`src/hw/rtl/binary_digits_base_k_mod_prime_unit_macros.svh`:
```
// assertion macros shared by the rtl of the base-k digit sum unit
// no dependencies; included by the modules that carry assertions
`ifndef BINARY_DIGITS_BASE_K_MOD_PRIME_UNIT_MACROS_SVH
`define BINARY_DIGITS_BASE_K_MOD_PRIME_UNIT_MACROS_SVH

// same-cycle implication, held off during reset
`define BDK_ASSERT_NOW(label, clk, rst, ante, cons) \
  label: assert property (@(posedge clk) disable iff (rst) (ante) |-> (cons)) \
    else $error("bdk assertion failed");

// next-cycle implication, held off during reset
`define BDK_ASSERT_NEXT(label, clk, rst, ante, cons) \
  label: assert property (@(posedge clk) disable iff (rst) (ante) |=> (cons)) \
    else $error("bdk assertion failed");

`endif

```
`src/hw/rtl/bdk_pkg.sv`:
```
// shared types and constants for the base-k digit sum unit
// no dependencies
`default_nettype none

package bdk_pkg;

  localparam int IN_W         = 64;
  localparam int OUT_W        = 54;
  localparam int REDUCE_STEPS = IN_W;
  localparam int CNT_W        = $clog2(REDUCE_STEPS);

  typedef enum logic [2:0] {
    CMD_NOP,
    CMD_LOAD,
    CMD_REDUCE,
    CMD_ACCUM,
    CMD_MUL_STEP,
    CMD_POWER,
    CMD_RESULT
  } dp_cmd_t;

  typedef struct packed {
    logic bits_zero;
    logic mul_zero;
  } dp_status_t;

  typedef enum logic [2:0] {
    ST_IDLE,
    ST_REDUCE,
    ST_ACCUM,
    ST_MUL,
    ST_FINISH
  } ctrl_state_t;

endpackage

`default_nettype wire

```
`src/hw/rtl/binary_digits_base_k_mod_prime_unit.sv`:
```
// Reads the set bits of bit_string as a base-k numeral modulo MODULUS and
// returns sum of k^i over set bits i. One item is in work at a time. An item
// is loaded, k_base is reduced modulo MODULUS (one restoring step per bit),
// then for each bit position up to the highest set bit there is one
// accumulate step plus a shift-add multiply by the reduced base, stepping
// through the bit length of that base, and finally the result is published.
// The multiply loop dominates the run time. The result sits in its own
// register, so the next item is accepted while a finished result waits for
// out_ready.
// depends on bdk_pkg, bdk_ctrl, bdk_datapath
`default_nettype none

module binary_digits_base_k_mod_prime_unit
  import bdk_pkg::*;
#(
  parameter longint unsigned MODULUS = 64'd10000000000000061
) (
  input  wire logic              clk,
  input  wire logic              rst,
  input  wire logic              in_valid,
  output logic                   in_ready,
  input  wire logic [IN_W-1:0]   k_base,
  input  wire logic [IN_W-1:0]   bit_string,
  output logic                   out_valid,
  input  wire logic              out_ready,
  output logic      [OUT_W-1:0]  power_sum
);

  dp_cmd_t    cmd;
  dp_status_t status;

  bdk_ctrl u_ctrl (
    .clk       (clk),
    .rst       (rst),
    .in_valid  (in_valid),
    .in_ready  (in_ready),
    .out_valid (out_valid),
    .out_ready (out_ready),
    .status    (status),
    .cmd       (cmd)
  );

  bdk_datapath #(
    .MODULUS (MODULUS)
  ) u_datapath (
    .clk        (clk),
    .cmd        (cmd),
    .status     (status),
    .k_base     (k_base),
    .bit_string (bit_string),
    .power_sum  (power_sum)
  );

endmodule

`default_nettype wire

```
`src/hw/rtl/bdk_datapath.sv`:
```
// datapath: base reduction, running power, shift-add modular multiply, sum
// depends on bdk_pkg
`default_nettype none

module bdk_datapath
  import bdk_pkg::*;
#(
  parameter longint unsigned MODULUS = 64'd10000000000000061
) (
  input  wire logic               clk,
  input  wire dp_cmd_t            cmd,
  output dp_status_t              status,
  input  wire logic [IN_W-1:0]    k_base,
  input  wire logic [IN_W-1:0]    bit_string,
  output logic      [OUT_W-1:0]   power_sum
);

  localparam int MW = $clog2(MODULUS);
  localparam logic [MW:0] MOD_W = (MW+1)'(MODULUS);

  logic [IN_W-1:0] kshift;
  logic [IN_W-1:0] bits;
  logic [MW-1:0]   base;
  logic [MW-1:0]   sum;
  logic [MW-1:0]   power;
  logic [MW-1:0]   acc;
  logic [MW-1:0]   mul_a;
  logic [MW-1:0]   mul_b;

  logic [MW:0]     red_t;
  logic [MW-1:0]   red_next;
  logic [MW-1:0]   sum_next;
  logic [MW-1:0]   acc_next;
  logic [MW-1:0]   dbl_next;
  logic [IN_W-1:0] sum_wide;

  // x + y reduced by one conditional subtract; both inputs below the modulus
  function automatic logic [MW-1:0] mod_add(input logic [MW-1:0] x, input logic [MW-1:0] y);
    logic [MW:0] s;
    s = {1'b0, x} + {1'b0, y};
    if (s >= MOD_W) begin
      s = s - MOD_W;
    end
    return s[MW-1:0];
  endfunction

  // one restoring step of k mod modulus, msb first
  always_comb begin
    red_t = {base, kshift[IN_W-1]};
    if (red_t >= MOD_W) begin
      red_t = red_t - MOD_W;
    end
    red_next = red_t[MW-1:0];
  end

  assign sum_next = mod_add(sum, power);
  assign acc_next = mod_add(acc, mul_a);
  assign dbl_next = mod_add(mul_a, mul_a);

  always_ff @(posedge clk) begin
    case (cmd)
      CMD_LOAD: begin
        kshift <= k_base;
        bits   <= bit_string;
        base   <= '0;
        sum    <= '0;
        power  <= MW'(1);
      end
      CMD_REDUCE: begin
        base   <= red_next;
        kshift <= {kshift[IN_W-2:0], 1'b0};
      end
      CMD_ACCUM: begin
        if (bits[0]) begin
          sum <= sum_next;
        end
        bits  <= {1'b0, bits[IN_W-1:1]};
        acc   <= '0;
        mul_a <= power;
        mul_b <= base;
      end
      CMD_MUL_STEP: begin
        if (mul_b[0]) begin
          acc <= acc_next;
        end
        mul_a <= dbl_next;
        mul_b <= {1'b0, mul_b[MW-1:1]};
      end
      CMD_POWER: begin
        power <= acc;
      end
      CMD_RESULT: begin
        power_sum <= sum_wide[OUT_W-1:0];
      end
      default: begin
      end
    endcase
  end

  assign sum_wide         = IN_W'(sum);
  assign status.bits_zero = (bits == '0);
  assign status.mul_zero  = (mul_b == '0);

endmodule

`default_nettype wire

```
`src/hw/rtl/bdk_ctrl.sv`:
```
// controller: sequences reduction, bit loop and multiply, owns the handshakes
// depends on bdk_pkg and the assertion macro header
`default_nettype none
`include "binary_digits_base_k_mod_prime_unit_macros.svh"

module bdk_ctrl
  import bdk_pkg::*;
(
  input  wire logic       clk,
  input  wire logic       rst,
  input  wire logic       in_valid,
  output logic            in_ready,
  output logic            out_valid,
  input  wire logic       out_ready,
  input  wire dp_status_t status,
  output dp_cmd_t         cmd
);

  ctrl_state_t      state;
  ctrl_state_t      state_next;
  logic [CNT_W-1:0] cnt;
  logic [CNT_W-1:0] cnt_next;
  logic             out_valid_next;

  always_ff @(posedge clk) begin
    if (rst) begin
      state     <= ST_IDLE;
      cnt       <= '0;
      out_valid <= 1'b0;
    end else begin
      state     <= state_next;
      cnt       <= cnt_next;
      out_valid <= out_valid_next;
    end
  end

  always_comb begin
    state_next     = state;
    cnt_next       = cnt;
    cmd            = CMD_NOP;
    in_ready       = 1'b0;
    out_valid_next = out_valid & ~out_ready;
    case (state)
      ST_IDLE: begin
        in_ready = 1'b1;
        if (in_valid) begin
          cmd        = CMD_LOAD;
          cnt_next   = '0;
          state_next = ST_REDUCE;
        end
      end
      ST_REDUCE: begin
        cmd      = CMD_REDUCE;
        cnt_next = cnt + 1'b1;
        if (cnt == CNT_W'(REDUCE_STEPS - 1)) begin
          state_next = ST_ACCUM;
        end
      end
      ST_ACCUM: begin
        if (status.bits_zero) begin
          state_next = ST_FINISH;
        end else begin
          cmd        = CMD_ACCUM;
          state_next = ST_MUL;
        end
      end
      ST_MUL: begin
        if (status.mul_zero) begin
          cmd        = CMD_POWER;
          state_next = ST_ACCUM;
        end else begin
          cmd = CMD_MUL_STEP;
        end
      end
      ST_FINISH: begin
        // result register is free or being emptied this cycle
        if (!out_valid || out_ready) begin
          cmd            = CMD_RESULT;
          out_valid_next = 1'b1;
          state_next     = ST_IDLE;
        end
      end
      default: begin
        state_next = ST_IDLE;
      end
    endcase
  end

  `BDK_ASSERT_NEXT(a_load_starts_reduce, clk, rst, in_valid && in_ready, (state == ST_REDUCE) && (cnt == '0))
  `BDK_ASSERT_NEXT(a_mul_runs_until_done, clk, rst, (state == ST_MUL) && !status.mul_zero, state == ST_MUL)
  `BDK_ASSERT_NEXT(a_finish_publishes, clk, rst, (state == ST_FINISH) && (!out_valid || out_ready), out_valid && (state == ST_IDLE))

endmodule

`default_nettype wire
```
`config.mk`:
```
export PLATFORM = sky130hd
export DESIGN_NAME = binary_digits_base_k_mod_prime_unit
export DESIGN_NICKNAME = d
export VERILOG_FILES = /design/src/hw/rtl/bdk_pkg.sv /design/src/hw/rtl/binary_digits_base_k_mod_prime_unit.sv /design/src/hw/rtl/bdk_datapath.sv /design/src/hw/rtl/bdk_ctrl.sv
export VERILOG_INCLUDE_DIRS = /design/src /design/src/hw/rtl
export SDC_FILE = /design/constraint.sdc
export NUM_CORES = 1
export LEC_CHECK = 0
export BUFFER_PORTS_ARGS = -buffer_cell sky130_fd_sc_hd__buf_2
export CAP_MARGIN = 20
export CELL_PAD_IN_SITES_DETAIL_PLACEMENT = 1
export CELL_PAD_IN_SITES_GLOBAL_PLACEMENT = 1
export CORE_UTILIZATION = 52
export DETAILED_ROUTE_END_ITERATION = 6
export PLACE_DENSITY = 0.89
export SKIP_CTS_REPAIR_TIMING = 1
export SLEW_MARGIN = 0
export SYNTH_ARGS = -nofsm -noshare
export SYNTH_HDL_FRONTEND = slang
export SYNTH_SLANG_ARGS = --single-unit
export TNS_END_PERCENT = 100
```
`constraint.sdc`:
```
create_clock -name clk -period 11.31 [get_ports clk]
set_input_delay 2.262 -clock clk [delete_from_list [all_inputs] [get_ports clk]]
set_output_delay 2.262 -clock clk [all_outputs]
set_load 0.01 [all_outputs]
```
Word level (Yosys, flattened, before mapping)
Cells that the tools add are included.

operators by class
  $add $sub $neg = 8
  $lt $le $gt $ge = 4
  equal/unequal tests = 17
  muxes and demuxes = 30
  bitwise gates (word level) = 2
  reductions and logical operators = 14

operator list
  cell                                                   number
  one-hot mux 54 bit (2 select lines)                    6
  2-to-1 mux 54 bit                                      6
  one-hot mux 64 bit (2 select lines)                    2
  >= comparator 55 x 54 -> 1 bit, second input constant  4
  subtractor 54 bit, second input constant               4
  adder 54 x 54 -> 55 bit                                3
  logical NOT 64 bit                                     1
  logical NOT 54 bit                                     1
  one-hot mux 3 bit (5 select lines)                     2
  2-to-1 mux 3 bit                                       6
  equality test 3 x 2 -> 1 bit, second input constant    4
  equality test 3 bit, second input constant             4
  one-hot mux 6 bit (2 select lines)                     1
  nonzero test 2 bit                                     5
  inequality test 2 x 1 -> 1 bit, second input constant  4
  adder 6 x 1 -> 6 bit, second input constant            1
  equality test 3 x 1 -> 1 bit, second input constant    2
  equality test 6 bit, second input constant             1
  2-to-1 mux 6 bit                                       1
  AND reduction 2 bit                                    3
  2-to-1 mux 1 bit                                       5
  inequality test 2 bit, second input constant           2
  AND reduction 4 bit                                    1
  logical NOT 3 bit                                      1
  5 further kinds                                        5

word-level totals
  register bits after elaboration = 516

Depth between registers and ports, before layout
Gate-level depths: netlist of the first run.

  word-level depth = 7
  mapped depth = 18
  depth with buffers taken out = 16

Hierarchy
A second synthesis of the first run with hierarchy kept.

unflattened totals
  cells, all modules = 3588
  area, all modules = 32996.6 um^2

by module, submodules not included
  module        instances  cells an instance  area an instance (um^2)  seq. area each (um^2)
  bdk_datapath  1          3508               32398.6                  15194.6
  bdk_ctrl      1          80                 598.1                    200.2

Least setup slack after synthesis of the first run
Ideal clock, no wire load.

  kind = input to register
  start = in in_valid
  end = reg u_ctrl.cnt[2]
  setup time = 0.128 ns
  arrival = 5.580 ns
  data required time = 11.182 ns
  path slack = 5.603 ns
  stages on the path = 5
  path buffers = 0
  path through = nand2_1 -> nand2_1 -> o21ai_0 -> a21oi_1 -> nor2_1

between the ends
  word-level cells in the longest chain between the ends = 2

RTL lines
  item                             line                                       text
  from (decl)                      binary_digits_base_k_mod_prime_unit.sv:20  input wire logic in_valid,
  inequality test 2 bit (no line)  n/a
  AND reduction 2 bit (no line)    n/a
  to (signal assigned)             bdk_ctrl.sv:32                             cnt <= cnt_next;
  to (decl)                        bdk_ctrl.sv:21                             logic [CNT_W-1:0] cnt;

Every way passes these cells.
A chain may end at the register's enable or synchronous reset.

Final worst setup path of the first run
  start = reg u_datapath.power[7]
  end = reg u_datapath.sum[11] (data pin)

between the ends
  word-level cells in the longest chain between the ends = 5
  elaborated cells between the ends (all ways) = 6
  classes of those cells = add/sub (2); order compare (1); mux (3)

RTL lines
  item                                                                        line                                    text
  from (decl)                                                                 bdk_datapath.sv:25                      logic [MW-1:0] power;
  from (signal assigned)                                                      bdk_datapath.sv:67                      power <= MW'(1);
  from (signal assigned)                                                      bdk_datapath.sv:90                      power <= acc;
  adder 54 x 54 -> 55 bit *                                                   bdk_datapath.sv:40                      s = {1'b0, x} + {1'b0, y};
  subtractor 54 bit / >= comparator 55 x 54 -> 1 bit (equally long branches)  bdk_datapath.sv:42, bdk_datapath.sv:41
  2-to-1 mux 54 bit *                                                         bdk_datapath.sv:41                      if (s >= MOD_W) begin
  2-to-1 mux 54 bit *                                                         bdk_datapath.sv:74                      if (bits[0]) begin
  one-hot mux 54 bit (2 select lines) *                                       bdk_datapath.sv:61                      case (cmd)
  to (signal assigned)                                                        bdk_datapath.sv:75                      sum <= sum_next;
  to (decl)                                                                   bdk_datapath.sv:24                      logic [MW-1:0] sum;

Every way passes the cells marked *; elsewhere a longest branch is shown, timed or not. The select of a mux whose other input is x is not followed.

==> flow_metrics.py, run 1 <==
metrics = {
    "grt": {
        "grt_start_max_net_pins": 78,
        "remaining_global_route_overflow": 0,
        "antenna_found_initial": 2,
        "grt_first_pass_wirelength_microns": 172000,
        "grt.total_usage_pct": 34.0,
        "grt_pass1_vias": 30600,
    },
    "finish": {
        "net_total_in_the_final_layout": 3957,
        "sequential_cell_area_sq_mm": 0.0154,
        "layout.cells.most_common_list": "sky130_fd_sc_hd__nand2_1, sky130_fd_sc_hd__edfxtp_1, sky130_fd_sc_hd__nor2_1",
        "final_common_cell": "sky130_fd_sc_hd__nand2_1",
        "layout.filler_cells": 7272,
        "stdcell_count": 4599,
        "drive_above_1_share_pct": 9.95,
        "total_area_of_multi_input_combinational_cells_sq_mm": 0.0171,
        "syn_to_final_growth_pct": 9.73,
    },
    "floorplanning": {
        "rows": 92,
        "floorplan.die.width_microns": 255,
        "die_height_microns": 255,
        "floorplan.initialDensity_pct": 52.7,
        "io_pins": 188,
        "core-area_sq_mm": 0.0631,
        "die_area_sq_mm": 0.0650,
    },
    "routing": {
        "finalWirelength_microns": 112000,
        "post_detailed_route_count_of_antenna_violating_nets": 0,
        "dr_total_vias": 29600,
        "drc": 0,
        "drt_iter0_markers": 2504,
        "vias_per_cell": 6.44,
        "detail_route.wl_per_cell_microns": 24.4,
        "detailedRoute.firstPassIterationCount": 6,
    },
    "status": {
        "run_status": "complete, no violations",
    },
    "sta": {
        "post-route-worst-setup-slack_ns": 4.79,
        "report.final.hold_viol_count": 0,
        "period_minus_slack_ns": 6.52,
        "fmax_ghz": 0.153,
        "fin_tns_setup_ns": 0,
        "fin_hold_ws_ns": 0.463,
        "fin_worst_skew_ns": 0.0185,
        "slew_headroom_pct": 26.9,
        "min_period_over_period_pct": 57.6,
        "timing_max_transition_violations_final": 0,
        "worst_margin_slew_ns": 1.10,
        "grt_setup_unrepaired": "no",
        "setup_viol_count_final": 0,
    },
    "worst_setup_path": {
        "endpoint_kind": "register",
        "cp_cell_sequence": "ha_1 > a21oi_1 > o21ai_0 > a221oi_1 > a21boi_0 > or2_1 > o311ai_2 > nor4bb_1 > nor4_1 > o311a_1 > buf_4 > and2_1 > o311ai_0 > o31ai_1",
        "cpMaxStageDelayCell": "sky130_fd_sc_hd__and2_1",
        "critical_path_required_ns": 11.72,
        "worstPathMaxFanout": 30,
        "worst_path_largest_cell_delay_ns": 0.92,
        "timing.critical_path.arrival_ns": 6.92,
        "setup.worst_path.class": "reg2reg",
        "crit_start_category": "register",
    },
    "synth": {
        "flops_latches_synth": 516,
        "yosysWarnings": 0,
        "synth_top_family_by_area": "simple AND/OR/NAND/NOR gates",
        "synth_xor_xnor_area_share_pct": 5.90,
        "synth_area_per_cell_sq_um": 9.19,
        "synth.cell_area_sq_mm": 0.0333,
        "synth_fa_ha_area_share_pct": 4.49,
        "synth_sequential_area_ratio_pct": 46.3,
        "synth.distinct_cells": 101,
        "synth_ff_type": "sky130_fd_sc_hd__edfxtp_1",
        "synthMuxAreaShare_pct": 0.500,
        "async_flop_share_pct": 0,
        "synth_compound_area_share_pct": 15.9,
        "mappedNetlistNets": 3869,
        "number_of_enable_type_register_cells_in_the_synthesized_netlist": 506,
        "synthSimpleGateAreaFrac_pct": 24.3,
        "synth_cells": 3619,
    },
    "clock_tree": {
        "cts_max_level": 2,
        "clock_tree.root_cell": "sky130_fd_sc_hd__clkbuf_16",
        "path_clk_slew_ns": 0.07,
        "cts_buffer_depth": 3,
        "tritoncts.num_buffers": 54,
        "clock_tree_from_tritoncts": "yes",
        "cts_sinks": 516,
        "worstSkewPairLatency_ns": 0.62,
    },
    "placed_design": {
        "total_instance_count_after_detailed_placement": 4496,
        "detailed_place_hpwl_microns": 79700,
        "preCtsSetupSlack_ns": 5.16,
        "portBuffers": 187,
        "final_wtd_congestion": 0.952,
    },
    "pwr": {
        "cellLeakagePower_nw": 13.9,
        "cellPowerDensity_mw_per_mm2": 167,
        "power.ir.vdd_worst_mv": 0.144,
    },
    "job": {
        "cap_viol_max_count": 0,
    },
    "worst_hold_path": {
        "hp-class": "reg2reg",
    },
}
==> worst max-delay path: cells and delay by family (launching register included) <==
kind | cells | cell delay (ns)
AO/OA/AOI/OAI | 8 | 2.99
flip-flops | 1 | 0.44
adder cells (fa/ha/maj) | 1 | 0.42
buffers and inverters | 1 | 0.37
AND/OR/NAND/NOR | 4 | 2.07
==> metal layers <==
layer	routed length, microns	track usage (%)	vias up	share of wire, %
met5	30	0	-	0.027
met4	6310	18.7	4	5.6
met3	6250	4.05	346	5.6
met2	55700	58.4	1171	50
met1	43900	41.7	14700	39
li1	-	-	13400	-
==> flip-flops by register name (all words and copies together), names as in the netlist <==
| name | flops |
|---|---|
| u_datapath.power | 54 |
| u_datapath.power_sum | 54 |
| u_datapath.mul_b | 54 |
| u_datapath.base | 54 |
| u_ctrl.cnt | 6 |
| u_ctrl.state | 3 |
| u_datapath.sum | 54 |
| u_datapath.bits | 64 |
| u_ctrl.out_valid | 1 |
| u_datapath.mul_a | 54 |
| u_datapath.kshift | 64 |
| u_datapath.acc | 54 |
==> synthesized netlist by cell type (all sizes together), types with 7 or more instances <==
library cell    n  area (sq um)
o21bai         20           150
inv            40           150
o21ai         197           997
nand3          71           355
nor4b           8          82.6
buf            26           146
a22oi           7          52.6
and4           21           184
a311oi          7          61.3
nor2          314          1180
nand4          88           557
nand2         817          3070
a221oi         12           105
o211a          13           130
mux2i          11           110
xor2           98           858
o211ai         25           193
a211oi         39           323
o221ai          8          70.1
edfxtp        506         15200
ha            116          1450
a211o          11          96.3
o21a           45           338
and3           22           138
nand3b         18           135
a21oi         216          1090
nor2b          12          75.1
a21boi         21           158
or3            48           300
or4            16           124
a21o           57           428
nor3           74           405
o31ai          22           170
or2            26           163
nand4b          7          61.3
a221o           7          70.1
clkbuf        152           571
nor3b          12           105
xnor2         125          1100
and2           85           532
nor4           64           440
nand2b         17           106
dfxtp          10           200
a31oi          16           106
==> where the power goes <==
part	total [mW]	internal, mW	switching [mW]
logic	1.80	0.596	1.20
registers	2.53	2.37	0.162
clock network	1.77	0.984	0.787
==> path summary, 6_finish.rpt <==
path	startpoint	endpoint	slack (ns)	depth (start not counted)
hold / removal	u_datapath.sum[9]	u_datapath.power_sum[9]	0.46	0
setup reg to reg	u_datapath.power[7]	u_datapath.sum[11]	4.79	14
setup / recovery	u_datapath.power[7]	u_datapath.sum[11]	4.79	14
hold reg to reg	u_datapath.sum[9]	u_datapath.power_sum[9]	0.46	0
==> layout make-up <==
| cell class | instances | area share (%) |
|---|---|---|
| multi-input cells | 2885 | 46.8 |
| flip-flops and latches | 516 | 42.2 |
| clock buffers | 61 | 3.78 |
| repair buffers | 210 | 3.07 |
| well taps | 846 | 2.90 |
| clock inverters | 37 | 0.844 |
| inverters | 40 | 0.412 |
| diodes | 4 | 0.0274 |
==> per-stage QoR <==
step	area [sq um]	util (%)	total power [mW]
6_report	36500	57.8	6.10
5_1_grt	36500	57.8	6.33
4_1_cts	36500	57.8	6.06
3_5_place_dp	34800	55.1	4.28
3_3_place_gp	34800	55.1	4.19
2_1_floorplan	33300	-	3.77
==> cell families (layout without fill, tap and decap cells) <==
group           Yosys count  in the layout
buf+inv                 218            348
simple gates           1727           1727
mux                      16             16
other cells               0              4
fa+ha+maj               118            118
flops                   516            516
compound gates          801            801
xor+xnor                223            223
(Power assumes the default switching activity.)
==> run 2: changes to the inputs <==
- ABC_AREA: not set -> 1
- CORE_UTILIZATION: 52 -> 46
- PLACE_DENSITY: 0.89 -> 0.85
- clock period: 11.31 -> 6.7 ns (I/O delays scaled with it)
==> flow_metrics.py, run 2 <==
metrics = {
    "status": {
        "run_status": "finished with violations",
        "failing_checks": "DRC",
    },
    "worst_setup_path": {
        "endpoint_kind": "register",
        "crit_buf_inv": 4,
        "worst_path_dominant_cell_family": "simple AND/OR/NAND/NOR gates",
        "setup.worst_path.class": "reg2reg",
        "critical_path_required_ns": 7.15,
        "timing.critical_path.arrival_ns": 5.83,
        "cpMaxStageDelayCell": "sky130_fd_sc_hd__nand3_4",
        "crit_start_category": "register",
        "worst_path_largest_cell_delay_ns": 0.67,
        "setup_slack_reg_to_reg_ns": 1.32,
        "crit_path_start": "u_datapath.mul_a[0]",
        "cp_common_cell": "sky130_fd_sc_hd__nand2_1",
        "regToRegStartpoint": "u_datapath.mul_a[0]",
        "worstPathMaxFanout": 55,
        "cp_cell_sequence": "ha_1 > inv_1 > fa_1 > inv_1 > nand2_1 > nand2_1 > nand3_1 > nand2_1 > nand2_1 > nand2_1 > nand2_1 > nand2_2 > inv_1 > nor2_1 > nand2_1 > a21oi_1 > nand4_1 > nand3_4 > buf_12 > a21oi_1 > nor2_1",
    },
    "pwr": {
        "cellPowerDensity_mw_per_mm2": 271,
        "power_mw": 11.8,
        "power.ir.vdd_worst_mv": 0.271,
        "cellLeakagePower_nw": 21.3,
    },
    "placed_design": {
        "final_wtd_congestion": 0.981,
        "detailed_place_hpwl_microns": 114000,
        "total_instance_count_after_detailed_placement": 7162,
        "portBuffers": 187,
    },
    "finish": {
        "syn_to_final_growth_pct": 10.3,
        "layout.filler_cells": 11400,
        "net_total_in_the_final_layout": 6331,
        "stdcell_count": 7274,
        "reg_top3": "u_datapath.bits x64, u_datapath.kshift x64",
        "total_area_of_multi_input_combinational_cells_sq_mm": 0.0199,
        "final_common_cell": "sky130_fd_sc_hd__nand2_1",
        "finalCoreUtilization_pct": 51.2,
        "sequential_cell_area_sq_mm": 0.0154,
        "drive_above_1_share_pct": 8.21,
        "layout.cells.most_common_list": "sky130_fd_sc_hd__nand2_1, sky130_fd_sc_hd__inv_1, sky130_fd_sc_hd__nor2_1",
    },
    "sta": {
        "period_minus_slack_ns": 5.38,
        "fin_tns_setup_ns": 0,
        "worst_margin_slew_ns": 1.04,
        "setup_viol_count_final": 0,
        "report.final.hold_viol_count": 0,
        "fmax_ghz": 0.186,
        "fin_worst_skew_ns": 0.0269,
        "grt_setup_unrepaired": "no",
        "slew_headroom_pct": 30.8,
        "min_period_over_period_pct": 80.3,
        "timing_max_transition_violations_final": 0,
        "fin_hold_ws_ns": 0.483,
    },
    "synth": {
        "synth.distinct_cells": 53,
        "synthSimpleGateAreaFrac_pct": 37.7,
        "synth_area_per_cell_sq_um": 6.68,
        "synth.cells.most_frequent": "sky130_fd_sc_hd__nand2_1, sky130_fd_sc_hd__inv_1, sky130_fd_sc_hd__nor2_1, sky130_fd_sc_hd__edfxtp_1, sky130_fd_sc_hd__nand3_1",
        "mappedNetlistNets": 6176,
        "synth_top_family_by_area": "simple AND/OR/NAND/NOR gates",
        "flops_latches_synth": 516,
        "synth_ff_type": "sky130_fd_sc_hd__edfxtp_1",
        "synth_sequential_area_ratio_pct": 38.9,
        "yosysWarnings": 0,
        "synth_xor_xnor_area_share_pct": 1.08,
        "number_of_enable_type_register_cells_in_the_synthesized_netlist": 506,
        "synth_top_area_share_pct": 38.4,
        "synth_fa_ha_area_share_pct": 3.77,
        "async_flop_share_pct": 0,
        "synth_area_leaders": "sky130_fd_sc_hd__edfxtp_1, sky130_fd_sc_hd__nand2_1, sky130_fd_sc_hd__inv_1",
        "synthMuxAreaShare_pct": 0,
        "yosys.area.top_type": "sky130_fd_sc_hd__edfxtp_1",
        "synth.cell_area_sq_mm": 0.0396,
        "synth_cells": 5926,
        "yosysMostFrequentCell": "sky130_fd_sc_hd__nand2_1",
        "synth_compound_area_share_pct": 7.56,
    },
    "clock_tree": {
        "cts_sinks": 516,
        "cts_buffer_depth": 3,
        "tritoncts.num_buffers": 59,
        "cts_max_level": 2,
        "clock_tree.root_cell": "sky130_fd_sc_hd__clkbuf_16",
        "worstSkewPairLatency_ns": 0.67,
        "path_clk_slew_ns": 0.07,
        "clock_tree_from_tritoncts": "yes",
    },
    "routing": {
        "drt_iter0_markers": 2951,
        "detail_route.wl_per_cell_microns": 20.0,
        "detailedRoute.firstPassIterationCount": 7,
        "dr_total_vias": 39600,
        "vias_per_cell": 5.45,
        "post_detailed_route_count_of_antenna_violating_nets": 0,
        "finalWirelength_microns": 145000,
        "drc": 1,
    },
    "worst_hold_path": {
        "min-delay-start": "u_datapath.sum[33]",
        "hp-class": "reg2reg",
    },
    "floorplanning": {
        "core-area_sq_mm": 0.0853,
        "io_pins": 188,
        "die_height_microns": 295,
        "floorplan.initialDensity_pct": 46.4,
        "rows": 107,
        "die_area_sq_mm": 0.0873,
        "floorplan.die.width_microns": 295,
    },
    "grt": {
        "antenna_found_initial": 0,
        "grt_start_max_net_pins": 100,
        "grt_pass1_vias": 40500,
        "remaining_global_route_overflow": 0,
        "grt.total_usage_pct": 32.9,
        "grt_first_pass_wirelength_microns": 223000,
    },
    "job": {
        "cap_viol_max_count": 0,
    },
}
run 2: changes by cell type in the layout (fill, tap and decap cells not counted), sizes merged, moves of 55 or more:
cell   delta
nand2  +1432
inv     +965
nor2    +364
nand3   +317
xnor2   -117
and2     -77
a21oi    +71
xor2     -57
a21o     -55
run 2: final timing paths:
kind | end | cells past startpoint
worst max-delay path | u_datapath.acc[16] | 21
worst min register to register | u_datapath.power_sum[33] | 0
worst max register to register | u_datapath.acc[16] | 21
worst min-delay path | u_datapath.power_sum[33] | 0
run 2: final cells by class:
type	instances	share of cell area, %
Antenna cell	2	0.0115
Clock buffer	72	3.54
Clock inverter	36	0.980
Inverter	1008	8.67
Multi-Input combinational cell	4286	45.7
Sequential cell	516	35.2
Tap cell	1144	3.28
Timing Repair Buffer	210	2.61
run 2: metal layers:
metal / wire length (microns) / vias up / GRT usage (%)
met4: 6040 / 0 / 13.2
li1: - / 19100 / -
met1: 64600 / 19200 / 44.0
met3: 6800 / 277 / 3.16
met5: 0 / - / 0
met2: 67900 / 979 / 54.7
run 2: per-stage QoR:
step	area, sq um	setup WS [ns]
after floorplan	39600	1.21
after global placement	41600	1.33
after detailed placement	41600	1.22
after CTS	43600	1.19
after global routing	43700	1.03
final	43700	1.32
run 2: power by group:
part | leakage, nW | total, mW | switching, mW | internal, mW
registers | 4.94 | 4.39 | 0.325 | 4.07
clock network | 0.965 | 3.40 | 1.48 | 1.92
logic | 15.4 | 4.05 | 2.95 | 1.10
total | 21.3 | 11.8 | 4.75 | 7.09
run 2: cell families (layout without fill, tap and decap cells):
| kind of cell | count (synthesis) | in the layout |
|---|---|---|
| and+or+nand+nor | 3584 | 3584 |
| DFF | 516 | 516 |
| AOI/OAI and AO/OA | 535 | 535 |
| xor gates and xnor gates | 49 | 49 |
| other | 0 | 2 |
| buffers and inverters | 1124 | 1326 |
| adders and majority gates | 118 | 118 |
